==> config.mk <==
export PLATFORM = sky130hd
export DESIGN_NAME = log2_by_repeated_squaring_core
export DESIGN_NICKNAME = d
export VERILOG_FILES = /design/src/hdl/l2sq_pkg.sv /design/src/hdl/log2_by_repeated_squaring_core.sv
export SDC_FILE = /design/constraint.sdc
export NUM_CORES = 2
export LEC_CHECK = 0
export BUFFER_PORTS_ARGS = -buffer_cell sky130_fd_sc_hd__buf_4
export CAP_MARGIN = 10
export CORE_MARGIN = 2
export CORE_UTILIZATION = 45
export CTS_BUF_LIST = sky130_fd_sc_hd__clkbuf_16
export DETAILED_ROUTE_END_ITERATION = 12
export MAX_ROUTING_LAYER = met4
export PLACE_DENSITY_LB_ADDON = 0.25
export SYNTH_ARGS = -nofsm -noshare
export SYNTH_HDL_FRONTEND = slang
export SYNTH_SLANG_ARGS = --single-unit
==> constraint.sdc <==
create_clock -name clk -period 11.7 [get_ports clk]
set_input_delay 1.17 -clock clk [delete_from_list [all_inputs] [get_ports clk]]
set_output_delay 1.17 -clock clk [all_outputs]
set_load 0.01 [all_outputs]
==> src/hdl/l2sq_pkg.sv <==
`default_nettype none

package l2sq_pkg;

    // Port widths fixed by the interface
    localparam int OP_W  = 2;
    localparam int VAL_W = 32;
    localparam int LOG_W = 32;

    // Width of one multiplier operand chunk
    localparam int CHUNK_W = 32;

    // Coarse normalization step, in bit positions
    localparam int NORM_STEP = 8;

    // Operation codes
    localparam logic [OP_W-1:0] OP_NEG_LOG = 2'd0;
    localparam logic [OP_W-1:0] OP_LOG     = 2'd1;
    localparam logic [OP_W-1:0] OP_LOG1P   = 2'd2;

    typedef enum logic [1:0] {
        ST_IDLE,
        ST_NORM,
        ST_ROUND,
        ST_FIN
    } state_t;

endpackage

`default_nettype wire

==> src/hdl/log2_by_repeated_squaring_core.sv <==
`default_nettype none
// Steps: input transfer, normalization of the argument, FRAC_BITS squaring rounds that each
// square the argument one chunk pair at a time, a final check, then the output register.
// The one shared 32x32 multiplier serves every chunk pair; a zero argument or an exact
// power of two finishes early.
// Throughput: one item at a time; the next transfer is taken once the core is idle.
// Reset (rst_n, asynchronous, active low) clears the sequencer and the output valid.

module log2_by_repeated_squaring_core #(
    parameter int FRAC_BITS = 32
) (
    input  wire logic                         clk,
    input  wire logic                         rst_n,
    input  wire logic                         in_valid,
    output logic                              in_stall,
    input  wire logic [l2sq_pkg::OP_W-1:0]    operation,
    input  wire logic [l2sq_pkg::VAL_W-1:0]   value_in,
    output logic                              out_valid,
    input  wire logic                         out_stall,
    output logic [l2sq_pkg::LOG_W-1:0]        log_out
);

    import l2sq_pkg::*;

    // Chunks per operand, accumulator width and counter widths
    localparam int NCH  = (FRAC_BITS + CHUNK_W - 1) / CHUNK_W;
    localparam int YW   = NCH * CHUNK_W;
    localparam int AW   = 2 * YW;
    localparam int RW   = $clog2(FRAC_BITS + 1);
    localparam int PIW  = (NCH > 1) ? $clog2(NCH) : 1;
    localparam logic [FRAC_BITS-1:0] HALF = {1'b1, {(FRAC_BITS-1){1'b0}}};
    localparam logic [RW-1:0]  ROUNDS = RW'(FRAC_BITS);
    localparam logic [PIW-1:0] PI_LAST = PIW'(NCH - 1);

    state_t                 state_reg, state_next;
    logic [OP_W-1:0]        op_reg, op_next;
    logic [FRAC_BITS-1:0]   y_reg, y_next;
    logic [FRAC_BITS-1:0]   x_reg, x_next;
    logic [RW-1:0]          round_reg, round_next;
    logic [PIW-1:0]         pi_reg, pi_next;
    logic [PIW-1:0]         pj_reg, pj_next;
    logic [AW-1:0]          acc_reg, acc_next;
    logic                   out_valid_reg, out_valid_next;
    logic [LOG_W-1:0]       log_out_reg, log_out_next;

    // Datapath intermediates
    logic [FRAC_BITS+VAL_W-1:0]   val_ext;
    logic [FRAC_BITS-1:0]         y_init;
    logic [YW-1:0]                y_pad;
    logic [CHUNK_W-1:0]           mul_a, mul_b;
    logic [2*CHUNK_W-1:0]         pp;
    logic [AW-1:0]                sum;
    logic [2*FRAC_BITS-1:0]       prod;
    logic                         z;
    logic [FRAC_BITS-1:0]         x_res;
    logic [FRAC_BITS+LOG_W-1:0]   res_ext;
    logic                         pp_last;

    assign in_stall  = (state_reg != ST_IDLE);
    assign out_valid = out_valid_reg;
    assign log_out   = log_out_reg;

    // Argument conditioning: keep low FRAC_BITS bits, fold in one-plus form
    always_comb
    begin
        val_ext = {{FRAC_BITS{1'b0}}, value_in};
        y_init  = val_ext[FRAC_BITS-1:0];
        if (operation == OP_LOG1P)
        begin
            y_init = (y_init >> 1) | HALF;
        end
    end

    // Shared multiplier: one chunk pair per cycle, accumulated into the square
    always_comb
    begin
        y_pad   = YW'(y_reg);
        mul_a   = y_pad[int'(pi_reg)*CHUNK_W +: CHUNK_W];
        mul_b   = y_pad[int'(pj_reg)*CHUNK_W +: CHUNK_W];
        pp      = {{CHUNK_W{1'b0}}, mul_a} * {{CHUNK_W{1'b0}}, mul_b};
        if (NCH == 1)
        begin
            sum = AW'(pp);
        end
        else
        begin
            sum = acc_reg + (AW'(pp) << (CHUNK_W * (int'(pi_reg) + int'(pj_reg))));
        end
        prod    = sum[2*FRAC_BITS-1:0];
        z       = ~prod[2*FRAC_BITS-1];
        pp_last = (pi_reg == PI_LAST) && (pj_reg == PI_LAST);
    end

    // Result: negate for log2 and log2(1+y), then fit to the output width
    always_comb
    begin
        x_res = x_reg;
        if (op_reg == OP_LOG || op_reg == OP_LOG1P)
        begin
            x_res = -x_reg;
        end
        res_ext = {{LOG_W{1'b0}}, x_res};
    end

    // Sequencer
    always_comb
    begin
        state_next     = state_reg;
        op_next        = op_reg;
        y_next         = y_reg;
        x_next         = x_reg;
        round_next     = round_reg;
        pi_next        = pi_reg;
        pj_next        = pj_reg;
        acc_next       = acc_reg;
        out_valid_next = out_valid_reg;
        log_out_next   = log_out_reg;

        // Drop the output once the downstream side takes it
        if (out_valid_reg && !out_stall)
        begin
            out_valid_next = 1'b0;
        end

        case (state_reg)
            ST_IDLE:
            begin
                if (in_valid)
                begin
                    op_next    = operation;
                    y_next     = y_init;
                    x_next     = '0;
                    round_next = '0;
                    pi_next    = '0;
                    pj_next    = '0;
                    acc_next   = '0;
                    // A zero argument answers zero right away
                    state_next = (y_init == '0) ? ST_FIN : ST_NORM;
                end
            end
            ST_NORM:
            begin
                // Shift the argument up to [1/2, 1), counting the shift into x
                if (y_reg[FRAC_BITS-1])
                begin
                    state_next = ST_ROUND;
                end
                else if (y_reg[FRAC_BITS-1 -: NORM_STEP] == '0)
                begin
                    y_next = y_reg << NORM_STEP;
                    x_next = x_reg + FRAC_BITS'(NORM_STEP);
                end
                else
                begin
                    y_next = y_reg << 1;
                    x_next = x_reg + FRAC_BITS'(1);
                end
            end
            ST_ROUND:
            begin
                if (round_reg == ROUNDS)
                begin
                    state_next = ST_FIN;
                end
                else if (y_reg == HALF)
                begin
                    // Exact one half: the remaining rounds reduce to an add and a shift of x
                    x_next     = (x_reg + FRAC_BITS'(1)) << (ROUNDS - round_reg);
                    state_next = ST_FIN;
                end
                else if (pp_last)
                begin
                    // Square complete: normalize by at most one bit
                    y_next     = z ? prod[2*FRAC_BITS-2 -: FRAC_BITS]
                                   : prod[2*FRAC_BITS-1 -: FRAC_BITS];
                    x_next     = (x_reg << 1) + FRAC_BITS'(z);
                    round_next = round_reg + RW'(1);
                    pi_next    = '0;
                    pj_next    = '0;
                    acc_next   = '0;
                end
                else
                begin
                    // Advance to the next chunk pair
                    acc_next = sum;
                    if (pj_reg == PI_LAST)
                    begin
                        pj_next = '0;
                        pi_next = pi_reg + PIW'(1);
                    end
                    else
                    begin
                        pj_next = pj_reg + PIW'(1);
                    end
                end
            end
            ST_FIN:
            begin
                // Hold until the output register is free
                if (!out_valid_reg || !out_stall)
                begin
                    out_valid_next = 1'b1;
                    log_out_next   = res_ext[LOG_W-1:0];
                    state_next     = ST_IDLE;
                end
            end
            default:
            begin
                state_next = ST_IDLE;
            end
        endcase
    end

    // Control state
    always_ff @(posedge clk or negedge rst_n)
    begin
        if (!rst_n)
        begin
            state_reg     <= ST_IDLE;
            out_valid_reg <= 1'b0;
        end
        else
        begin
            state_reg     <= state_next;
            out_valid_reg <= out_valid_next;
        end
    end

    // Payload and datapath registers
    always_ff @(posedge clk)
    begin
        op_reg      <= op_next;
        y_reg       <= y_next;
        x_reg       <= x_next;
        round_reg   <= round_next;
        pi_reg      <= pi_next;
        pj_reg      <= pj_next;
        acc_reg     <= acc_next;
        log_out_reg <= log_out_next;
    end

    // A transfer always leaves the core busy on the next cycle
    a_busy_after_transfer: assert property (@(posedge clk) disable iff (!rst_n)
        (in_valid && !in_stall) |=> in_stall)
        else $error("core ready right after an input transfer");

    // Squaring rounds only ever see a normalized argument
    a_round_normalized: assert property (@(posedge clk) disable iff (!rst_n)
        (state_reg == ST_ROUND) |-> y_reg[FRAC_BITS-1])
        else $error("squaring round on an unnormalized argument");

    // A new result appears only from the finishing step
    a_result_from_fin: assert property (@(posedge clk) disable iff (!rst_n)
        $rose(out_valid_reg) |-> ($past(state_reg) == ST_FIN))
        else $error("result raised outside the finishing step");

    // The round counter never runs past the round count
    a_round_bound: assert property (@(posedge clk) disable iff (!rst_n)
        (state_reg == ST_ROUND) |-> (round_reg <= ROUNDS))
        else $error("round counter out of range");

endmodule

`default_nettype wire
==> flow_results.org <==
** Run status
- Run status :: complete, no violations

** STA
- Final setup skew :: 0.01623 ns
- WHS :: about 0.56 ns
- Tcrit/Tclk final :: 85.48%
- Shortest period the worst path allows :: between 10 and 15 ns
- Static timing analysis puts the maximum clock frequency at 99.99 MHz.
- Worst-case setup margin in the final layout :: about 1.7 ns
- Final-report max-slew violation count :: 0
- Setup repair after global routing left no endpoint under its margin.
- Setup tns final :: 0 ns
- The count of final hold-check violations came to 0.
- Worst-case headroom to the max-slew limit :: 20.64%
- Setup violations remaining at the end of the flow were counted as 0.
- Transition time of the tightest slew-check pin :: 1.185 ns

** Yosys
- In this run the cell area of the synthesized design comes to roughly 42000 µm².
- Counting every instance in the synthesized netlist gives approximately 4700.
- Flip-flop and latch count after synthesis :: 108
- After synthesis, the largest area contributor takes up a little over two fifths of total cell area.
- In this run, synthesis inferred ~110 flip-flops with an integrated enable.
- Summed over all instances, the cell type with the most area after synthesis is sky130_fd_sc_hd__fa_1.
- Total of warnings raised by yosys :: 0
- Syn Area/Cell :: between 8 and 9 µm²
- Adder-Cell Fraction of Synth Area :: between 50% and 60%
- Number of nets in the synthesized netlist :: 5906
- Of all flip-flops after synthesis, the portion carrying an async set or reset was 2.778%.
- Share of the synthesized area in compound gates (AO/OA/AOI/OAI) :: 7.240%
- Multiplexer share of the synthesized area :: roughly 2.7%
- Of the total synthesized cell area, the portion taken by XOR and XNOR cells is between 2 and 3%.
- Share of synthesized area occupied by flip-flops and latches :: 7.690%
- Dominant combinational cell family by area after synthesis :: adder cells
- Post-synth top flop :: sky130_fd_sc_hd__edfxtp_1
- Counting distinct cell types in the post-synthesis netlist gives 86.
- Summing the areas of all and, or, nand and nor instances in the mapped netlist gives between 10% and 20% of the synthesized area.
- By area the synthesized netlist is led by sky130_fd_sc_hd__fa_1 (43%), sky130_fd_sc_hd__inv_1 (9.9%), sky130_fd_sc_hd__ha_1 (8.1%).

** Clocking
- Post-CTS clock slew at the launch and capture registers of the worst setup and hold paths :: around 0.090 ns
- Post-CTS setup buffer count :: 0
- The clock tree synthesis step divided the H-tree into 3 levels.
- Max Buffers Root-to-Sink :: 2
- Hold repair after CTS inserted 0 buffers.
- Post-CTS resize count :: 0
- Clock latency on the worst-skew pair, taken at its later pin, is roughly 0.39 ns.
- Master cell of the clock root buffer :: sky130_fd_sc_hd__clkbuf_16
- Buffers inserted during clock tree synthesis total 9.
- TritonCTS built the clock tree.
- Clk sinks :: between 100 and 150

** Critical path
- The largest single stage delay on the critical path is about 0.96 ns.
- Buffers and inverters on the worst path :: 4
- Max stage delay cell, worst path :: sky130_fd_sc_hd__nor2b_2
- STA puts the critical path data arrival time at between 10 and 15 ns.
- The worst register-to-register path begins at pi_reg.
- Worst-case reg-to-reg path depth :: 25
- STA classifies the critical path endpoint as a register.
- Most frequent CP cell :: sky130_fd_sc_hd__fa_1
- The worst setup path is of the reg -> reg kind.
- Required time of the critical path :: 11.80 ns
- Top fanout value on the critical path :: 22
- The worst setup path is launched from a register.
- Across all register-to-register paths, the minimum setup slack is approximately 1.7 ns.
- Dominant delay contributor by cell family on the critical path :: adder cells
- The endpoint identified for the worst register-to-register timing path is y_pad[4].

** GRT
- Global routing used between 40 and 50% of the available met1 tracks.
- Entering global routing, the biggest net connects 48 pins.
- For this run the aggregate overflow at the end of global routing stands at 0.
- The number of antenna violations at the first check in global routing was 5.
- Wire length of the first global-routing pass :: approximately 210000 µm
- Met2 track demand over resource in global routing :: approximately 44%
- In this run the most used layer during global routing was met2.
- In the global route stage, overall resource usage came out at 30.02%.
- Met3 Track Usage GR :: ~5.3%
- Number of global-route vias before repair :: around 34000

** Placed design
- Detailed placement finished with a half-perimeter wire length of between 100000 and 150000 µm.
- Number of input and output port buffers inserted :: 71
- Once placement finished, the instance area stood at ~44000 µm².
- Routability Congestion :: around 1
- Worst slack after detailed placement :: 1.900 ns

** Floorplan
- Core area :: ~93000 µm²
- Vert. Die Dim :: 309.4 µm
- FP Rows :: roughly 110
- Die area :: roughly 96000 µm²
- Once the floorplan was initialized, standard cells occupied 45.18% of the core.
- Width of the die :: between 300 and 400 µm
- Number of primary I/O pins :: 72

** Routing
- DR pass1 iterations :: 8
- Count of unresolved DRC violations after routing :: 0
- Vias after detailed routing :: approximately 32000
- Routed wire length :: ~130000 µm
- Routed Antenna Nets :: 0
- 1st-iter DRT viols :: 3197
- Average vias per placed instance :: between 5 and 6
- Dividing the detail-routed wire length by the instance count gives about 23 µm.

** Layout
- Cells with a size suffix above 1 make up roughly 5.6% of the layout.
- Net count of the finished layout :: between 5000 and 6000
- Area Growth Syn to Fin :: 5.213%
- Post-route cell area :: around 44000 µm²

** Job
- Number of violations of the max-capacitance limit :: 0

** Hold path
- The min-delay analysis places its worst path in the category in -> async.
## metrics by stage
| step | util (%) | cells |
|---|---|---|
| global route | 47.53 | 5863 |
| CTS | 47.53 | 5863 |
| floorplan | - | 4702 |
| detailed placement | 47.19 | 5847 |
| global placement | 47.19 | 5847 |
| finish | 47.54 | 5866 |
## cells by family (layout without fill, tap and decap cells)
| group | Yosys count | count (layout) |
|---|---|---|
| buffers and inverters | 1388 | 1295 |
| and+or+nand+nor | 1332 | 1332 |
| adders and majority gates | 1166 | 1166 |
| AOI/OAI and AO/OA | 468 | 468 |
| xor gates and xnor gates | 135 | 135 |
| DFF | 108 | 108 |
| muxes | 104 | 104 |
| other | 1 | 4 |
## worst reg2reg max path: cells and delay by family (launching register included)
family	cells	cell delay [ns]
simple gates	3	1.54
flops	1	0.43
mux	1	0.24
fa+ha+maj	9	4.17
buf+inv	4	0.69
xor+xnor	1	0.48
compound gates	7	2.18
## worst max path at each step
stage	slack, ns	cells past startpoint	from	to
3_5_place_dp	1.90	25	pi_reg	y_pad[12]
2_1_floorplan	3.41	30	pi_reg	y_pad[29]
3_3_place_gp	2.01	26	pi_reg	y_pad[26]
4_1_cts	1.87	26	pi_reg	y_pad[26]
6_report	1.70	25	pi_reg	y_pad[4]
5_1_grt	1.44	25	pi_reg	y_pad[3]
## cell usage in the layout (no fill, tap or decap), types with 13 or more instances in the layout
master / netlist / layout
sky130_fd_sc_hd__a211oi_1: 17 / 17
sky130_fd_sc_hd__a21o_1: 39 / 39
sky130_fd_sc_hd__a21oi_1: 153 / 152
sky130_fd_sc_hd__a221o_1: 13 / 13
sky130_fd_sc_hd__a22oi_1: 21 / 21
sky130_fd_sc_hd__a31oi_1: 18 / 18
sky130_fd_sc_hd__and2_1: 488 / 488
sky130_fd_sc_hd__and3_1: 21 / 21
sky130_fd_sc_hd__buf_4: 3 / 165
sky130_fd_sc_hd__edfxtp_1: 105 / 105
sky130_fd_sc_hd__fa_1: 895 / 895
sky130_fd_sc_hd__ha_1: 271 / 271
sky130_fd_sc_hd__inv_1: 1110 / 1109
sky130_fd_sc_hd__mux2_2: 19 / 19
sky130_fd_sc_hd__mux2i_1: 80 / 80
sky130_fd_sc_hd__nand2_1: 494 / 494
sky130_fd_sc_hd__nand3_1: 35 / 35
sky130_fd_sc_hd__nand4_1: 31 / 31
sky130_fd_sc_hd__nor2_1: 108 / 108
sky130_fd_sc_hd__nor2b_1: 41 / 17
sky130_fd_sc_hd__nor2b_2: 0 / 22
sky130_fd_sc_hd__nor3_1: 40 / 39
sky130_fd_sc_hd__nor4_1: 25 / 25
sky130_fd_sc_hd__o21a_1: 13 / 13
sky130_fd_sc_hd__o21ai_0: 83 / 83
sky130_fd_sc_hd__o22ai_1: 14 / 14
sky130_fd_sc_hd__xnor2_1: 82 / 82
sky130_fd_sc_hd__xor2_1: 52 / 51
## synthesized netlist by cell type (18+ instances only)
cell / number
sky130_fd_sc_hd__a21oi_1: 153
sky130_fd_sc_hd__edfxtp_1: 105
sky130_fd_sc_hd__inv_1: 1110
sky130_fd_sc_hd__a31oi_1: 18
sky130_fd_sc_hd__clkbuf_1: 242
sky130_fd_sc_hd__a22oi_1: 21
sky130_fd_sc_hd__a21o_1: 39
sky130_fd_sc_hd__and2_1: 488
sky130_fd_sc_hd__o21ai_0: 83
sky130_fd_sc_hd__nand4_1: 31
sky130_fd_sc_hd__and3_1: 21
sky130_fd_sc_hd__ha_1: 271
sky130_fd_sc_hd__xor2_1: 52
sky130_fd_sc_hd__nor4_1: 25
sky130_fd_sc_hd__nor3_1: 40
sky130_fd_sc_hd__nor2b_1: 41
sky130_fd_sc_hd__nand2_1: 494
sky130_fd_sc_hd__mux2_2: 19
sky130_fd_sc_hd__mux2i_1: 80
sky130_fd_sc_hd__nor2_1: 108
sky130_fd_sc_hd__xnor2_1: 82
sky130_fd_sc_hd__nand3_1: 35
sky130_fd_sc_hd__fa_1: 895
## routing by layer
layer / share of wire [%] / wire, µm
met5: 0 / 0
met4: 2.8 / 3792
met3: 9.9 / 13250
met2: 44 / 58420
met1: 44 / 58550
## area by class of cell
| type | instances | area [µm²] |
|---|---|---|
| Tap cell | 1254 | 1569 |
| Clock buffer | 9 | 225.2 |
| Multi-Input combinational cell | 3206 | 33610 |
| Timing Repair Buffer | 166 | 1259 |
| Antenna cell | 3 | 7.507 |
| Inverter | 1113 | 4178 |
| Sequential cell | 108 | 3228 |
| Fill cell | 8951 | 48740 |
| Clock inverter | 7 | 91.34 |
Power is not shown: default switching activity piles up to over one toggle a cycle in this logic, so the estimate is an artifact.
